--- config.mk ---
export PLATFORM = sky130hd
export DESIGN_NAME = hec_sqrt
export DESIGN_NICKNAME = d
export VERILOG_FILES = /design/src/hec_pkg.sv /design/src/hec_sqrt.sv
export SDC_FILE = /design/constraint.sdc
export NUM_CORES = 2
export LEC_CHECK = 0
export BUFFER_PORTS_ARGS = -buffer_cell sky130_fd_sc_hd__buf_4
export CAP_MARGIN = 20
export CORE_ASPECT_RATIO = 2
export CORE_MARGIN = 5
export CORE_UTILIZATION = 40
export CTS_BUF_LIST = sky130_fd_sc_hd__clkbuf_4
export CTS_CLUSTER_SIZE = 16
export DETAILED_ROUTE_END_ITERATION = 10
export PLACE_DENSITY_LB_ADDON = 0.05
export SLEW_MARGIN = 15
export SYNTH_ARGS = -nofsm -noshare
export SYNTH_HDL_FRONTEND = slang
export SYNTH_SLANG_ARGS = --single-unit
--- constraint.sdc ---
create_clock -name i_clk -period 3.7 [get_ports i_clk]
set_clock_uncertainty 0.2 [all_clocks]
set_input_delay 0.37 -clock i_clk [delete_from_list [all_inputs] [get_ports i_clk]]
set_output_delay 0.37 -clock i_clk [all_outputs]
set_load 0.005 [all_outputs]
--- src/hec_pkg.sv ---
// Shared constants, types and step-angle functions for the coordinate converter.
`default_nettype none
package hec_pkg;
    localparam int PORT_BITS     = 32;
    localparam int ANGLE_BITS    = 32;
    localparam int CORDIC_STAGES = 28;
    localparam int FRAC_BITS     = 30;
    localparam int VAL_BITS      = 34;
    localparam int SQRT_STAGES   = FRAC_BITS + 1;
    localparam int RAD_BITS      = 2 * FRAC_BITS + 1;
    localparam int RES_BITS      = 2 * FRAC_BITS + 2;
    localparam int CFG_ADDR_BITS = 3;
    localparam int CFG_DATA_BITS = 32;

    localparam logic [31:0] CORDIC_GAIN    = 32'h26DD3B6A;
    localparam logic [63:0] PI_Q60         = 64'h3243F6A8885A308D;
    localparam logic [63:0] INV_TWO_PI_Q64 = 64'h28BE60DB9391054A;

    localparam logic OP_EQU_TO_HOR = 1'b0;
    localparam logic OP_HOR_TO_EQU = 1'b1;

    localparam logic [CFG_ADDR_BITS-3:0] REG_SITE_LATITUDE = '0;

    typedef logic signed [VAL_BITS-1:0] t_val;

    function automatic logic [63:0] div_u64(input logic [63:0] num, input logic [63:0] den);
        logic [64:0] rem;
        logic [63:0] quo;
        rem = '0;
        quo = '0;
        for (int b = 63; b >= 0; b--) begin
            rem = {rem[63:0], num[b]};
            if (rem >= {1'b0, den}) begin
                rem    = rem - {1'b0, den};
                quo[b] = 1'b1;
            end
        end
        return quo;
    endfunction

    function automatic logic [63:0] mul_hi(input logic [63:0] a, input logic [63:0] b);
        logic [63:0] p00, p01, p10, p11, mid;
        p00 = 64'(a[31:0]) * 64'(b[31:0]);
        p01 = 64'(a[31:0]) * 64'(b[63:32]);
        p10 = 64'(a[63:32]) * 64'(b[31:0]);
        p11 = 64'(a[63:32]) * 64'(b[63:32]);
        mid = (p00 >> 32) + 64'(p01[31:0]) + 64'(p10[31:0]);
        return p11 + (p01 >> 32) + (p10 >> 32) + (mid >> 32);
    endfunction

    function automatic logic [63:0] step_angle(input int idx, input int ab);
        logic [63:0] rad;
        logic [63:0] term;
        logic [63:0] prod;
        int          e;
        rad = PI_Q60;
        if (idx > 0) begin
            rad = '0;
            for (int k = 0; k < 64; k++) begin
                e = idx * (2 * k + 1);
                if (e <= 62) begin
                    term = div_u64(64'd1 << (62 - e), 64'(2 * k + 1));
                    if ((k & 1) == 1) begin
                        rad = rad - term;
                    end else begin
                        rad = rad + term;
                    end
                end
            end
        end
        prod = mul_hi(rad, INV_TWO_PI_Q64);
        return (prod + (64'd1 << (61 - ab))) >> (62 - ab);
    endfunction
endpackage
`default_nettype wire

--- src/hec_sqrt.sv ---
// Pipelined integer square root, one result bit per stage.
`default_nettype none
module hec_sqrt (
    input  wire logic                              i_clk,
    input  wire logic                              i_en,
    input  wire logic [hec_pkg::RAD_BITS-1:0]      i_n,
    output logic      [hec_pkg::FRAC_BITS:0]       o_root
);
    localparam int NS = hec_pkg::SQRT_STAGES;
    localparam int RB = hec_pkg::RES_BITS;

    logic [hec_pkg::RAD_BITS-1:0] r_n   [0:NS];
    logic [RB-1:0]                r_res [0:NS];

    always_ff @(posedge i_clk) begin
        if (i_en) begin
            r_n[0]   <= i_n;
            r_res[0] <= '0;
        end
    end

    for (genvar j = 0; j < NS; j++) begin : g_stage
        localparam logic [RB-1:0] BIT = RB'(1) << (hec_pkg::RAD_BITS - 1 - 2 * j);
        logic [RB-1:0]                w_sum;
        logic                         w_take;
        logic [hec_pkg::RAD_BITS-1:0] n_n;
        logic [RB-1:0]                n_res;

        assign w_sum  = r_res[j] + BIT;
        assign w_take = RB'(r_n[j]) >= w_sum;
        assign n_n    = w_take ? r_n[j] - w_sum[hec_pkg::RAD_BITS-1:0] : r_n[j];
        assign n_res  = w_take ? (r_res[j] >> 1) + BIT : r_res[j] >> 1;

        always_ff @(posedge i_clk) begin
            if (i_en) begin
                r_n[j+1]   <= n_n;
                r_res[j+1] <= n_res;
            end
        end
    end

    assign o_root = r_res[NS][hec_pkg::FRAC_BITS:0];
endmodule
`default_nettype wire

==> reports/results.txt <==
Ys async rst share - 0%
Post-synth top area cell - edfxtp_1
Core region area - 282000 um^2
Setup TNS - -9.13 ns
Port Buf Inserts - 93
Antenna violations before repair - 6
Crit path time final - 4.01 ns
CP Class - reg -> reg
VDD IR max - 0.383 mV
Crit-path slowest cell - edfxtp_1
Synthesis-stage register bit count - 2387
Cell Pwr Density - 579 nW/um^2
Most used DFF post-synth - edfxtp_1
Clk pwr share - 25.6%
Critical Path Start Type - register
CTS root buf - clkbuf_4
GRT met2 Usage - 58.1%
Reg2reg start - r_n[5][91]$_DFFE_PP_
Critical path cell sequence - ha_4 -> nand4_1 -> buf_4 -> nor4b_4 -> buf_4 -> and4_1 -> nand4_1 -> buf_6 -> nand4b_1 -> a2111o_1 -> buf_6 -> buf_12 -> clkbuf_16 -> mux2_2
Violated checks - negative setup slack
Endpoint class of the critical path - register
Fin crit share - 108%
Gate power share - 30.1%
Pre-CTS setup slack - -0.949 ns
Setup slack after layout - -0.309 ns
Vias in the first global route - 91.1k
GRT overflow - 0
Max clock buf depth - 4
Maxcap violations - 0
CTS HTree Levels - 6
Most common cell after layout, fill and taps aside - edfxtp_1
Max frequency - 249 MHz
Most frequent cells in the layout - edfxtp_1 (2387), buf_4 (1514), clkbuf_4 (774)
Num Clock Sinks - 2387
Ports - 94
Layout cells sized above 1 - 27.6%
Vias - 82.5k
CTS tree - yes
Post-Synthesis Cells - 8976
Hpwl dp - 308000 um
DIE WIDTH - 387 um
Post-synth cell types - 92
Largest net degree at the start of global routing - 108
Switching Share - 33.2%
Yosys top cell area share - 63.1%
Final core utilization - 51.2%
Routed vias/inst - 5.37
RSZ-0062 raised after global routing - yes
GR Layer Usage met3 - 3.35%
Post-Syn Area - 114000 um^2
Critical hold path startpoint - r_n[6][188]$_DFFE_PP_
Final WL - 395000 um
Starting Density - 40.2%
Met1 Track Usage GR - 14.7%
DIE AREA - 295000 um^2
Row count - 276
# DRC - 0
Global-route wire length before repair - 558000 um
Net Switching - 27.8 mW
Reg clk slew, reported paths - 0.08 ns
CP bufs+invs - 6
CTS Buf Count - 574
Status - finished, violations left
Mapped Nets - 9563
Req. time, crit path - 4.58 ns
Detailed Routing Iterations Pass 1 - 7
Worst-Margin Slew - 1.12 ns
Total GRT Usage - 26.0%
Area grow syn2layout - 27.4%
Fraction of power consumed by sequential logic - 44.3%
Final #Nets - 11.8k
Top Usage Layer GRT - met2
DR WL/cell - 25.7 um
Number of warnings issued by yosys - 0
Leakage Power - 56.8 nW
Fin. max-slew vios - 0
DRT iter0 DRCs - 3630
Delay-heaviest family, CP - buffers and inverters
Die H - 763 um
Slew margin rel. - 24.5%
P_int - 56.0 mW
Worst stage delay on the critical path - 0.45 ns
Crit path max fanout - 6
Setup crit start - r_n[5][91]$_DFFE_PP_
Number of synthesized flops with an enable pin - 2387
Hold Crit Class - reg -> reg
CP Data Arrival Time - 4.89 ns
Post-Syn Area per Cell - 12.6 um^2
RePlAce Congestion - 0.992
Routed Antenna Nets - 0
Clk Latency, worst-skew pair - 1.37 ns
Final hold violations - 0
Final setup violating endpoints - 80
Sequential share of the synthesized area - 63.1%
Ranking of synthesized cells by area - edfxtp_1 (63%), ha_1 (5.8%), xnor2_1 (3.2%), xor2_1 (2.9%), a21oi_1 (2.5%)
==> stage by stage <==
stage	hold slack [ns]	instance area, um^2	total power, mW	cells
floorplan	0.200	114000	48.8	8976
global route	0.181	145000	87.9	15400
global placement	0.201	130000	60.2	14100
CTS	0.168	142000	83.6	15300
detailed placement	0.205	130000	60.6	14100
finish	0.176	145000	83.8	15400
==> worst reg2reg max path: stages, from the launching register on <==
cell,delay [ns]
edfxtp_1,0.45
ha_4,0.31
nand4_1,0.15
buf_4,0.19
nor4b_4,0.40
buf_4,0.20
and4_1,0.16
nand4_1,0.19
buf_6,0.24
nand4b_1,0.22
a2111o_1,0.21
buf_6,0.15
buf_12,0.14
clkbuf_16,0.22
mux2_2,0.35
==> sequential cells by signal, indices dropped and copies added, names as in the netlist <==
signal	count
r_res	496
r_n	1891
==> kinds of logic after synthesis <==
| family | share of synthesized area [%] |
|---|---|
| AOI/OAI and AO/OA | 9.41 |
| xor gates and xnor gates | 6.17 |
| adders and majority gates | 5.78 |
| buffers and inverters | 2.85 |
| DFF | 63.1 |
| muxes | 0.822 |
| other | 0.00330 |
| and+or+nand+nor | 11.8 |
==> cell usage after synthesis (36+ instances only) <==
library cell and instances:
inv_1 652, a21oi_1 564, mux2_2 74, nand4_1 150, or2_2 48, xor2_1 380
or4_1 60, o211ai_1 53, or3_1 73, nor3_1 233, nand2_1 582, o21bai_1 57
and3_1 47, nor2_1 613, nor2b_1 66, a31oi_1 36, nand2b_1 98, a21o_1 197
xnor2_1 420, nand3_1 131, o21ai_0 407, clkbuf_1 156, edfxtp_1 2387, nor4b_1 50
ha_1 523, nor4_1 320, a211oi_1 37, o21a_1 103, o31ai_1 54
==> path summary, 6_finish.rpt <==
path         cells past startpoint               endpoint  slack (ns)
max                             14  r_n[5][148]$_DFFE_PP_       -0.31
min                              0    r_n[7][5]$_DFFE_PP_        0.18
max reg2reg                     14  r_n[5][148]$_DFFE_PP_       -0.31
min reg2reg                      0    r_n[7][5]$_DFFE_PP_        0.18
==> final cells by class <==
type / instances / area (um^2)
Timing Repair Buffer: 1869 / 16100
Multi-Input combinational cell: 5745 / 42800
Clock buffer: 774 / 5810
Fill cell: 25000 / 138000
Inverter: 659 / 2500
Tap cell: 3753 / 4700
Antenna cell: 5 / 12.5
Sequential cell: 2387 / 71700
Clock inverter: 181 / 1120
==> routing by layer <==
| layer | part of all wire, % | vias to the layer above |
|---|---|---|
| li1 | - | 38400 |
| met1 | 22 | 40300 |
| met2 | 62 | 2232 |
| met3 | 2.8 | 1469 |
| met4 | 14 | 6 |
| met5 | 0.011 | - |
==> power groups by stage <==
stage               combinational [mW]  sequential, mW  clock [mW]
finish                            25.2            37.1        21.5
global route                      27.0            37.3        23.6
CTS                               24.3            37.0        22.3
detailed placement                23.0            37.5           0
global placement                  22.8            37.5           0
floorplan                         12.4            36.4           0
==> repair_timing <==
action                                   CTS  global route
gates cloned                              10             6
hold endpoints to repair                2448             0
hold buffers                             186             0
pin swaps                                163           171
setup buffers                             73            85
endpoints found under the setup margin   615           403
resized for setup                        522           349
Note: power is estimated with default switching activity, not from simulation.
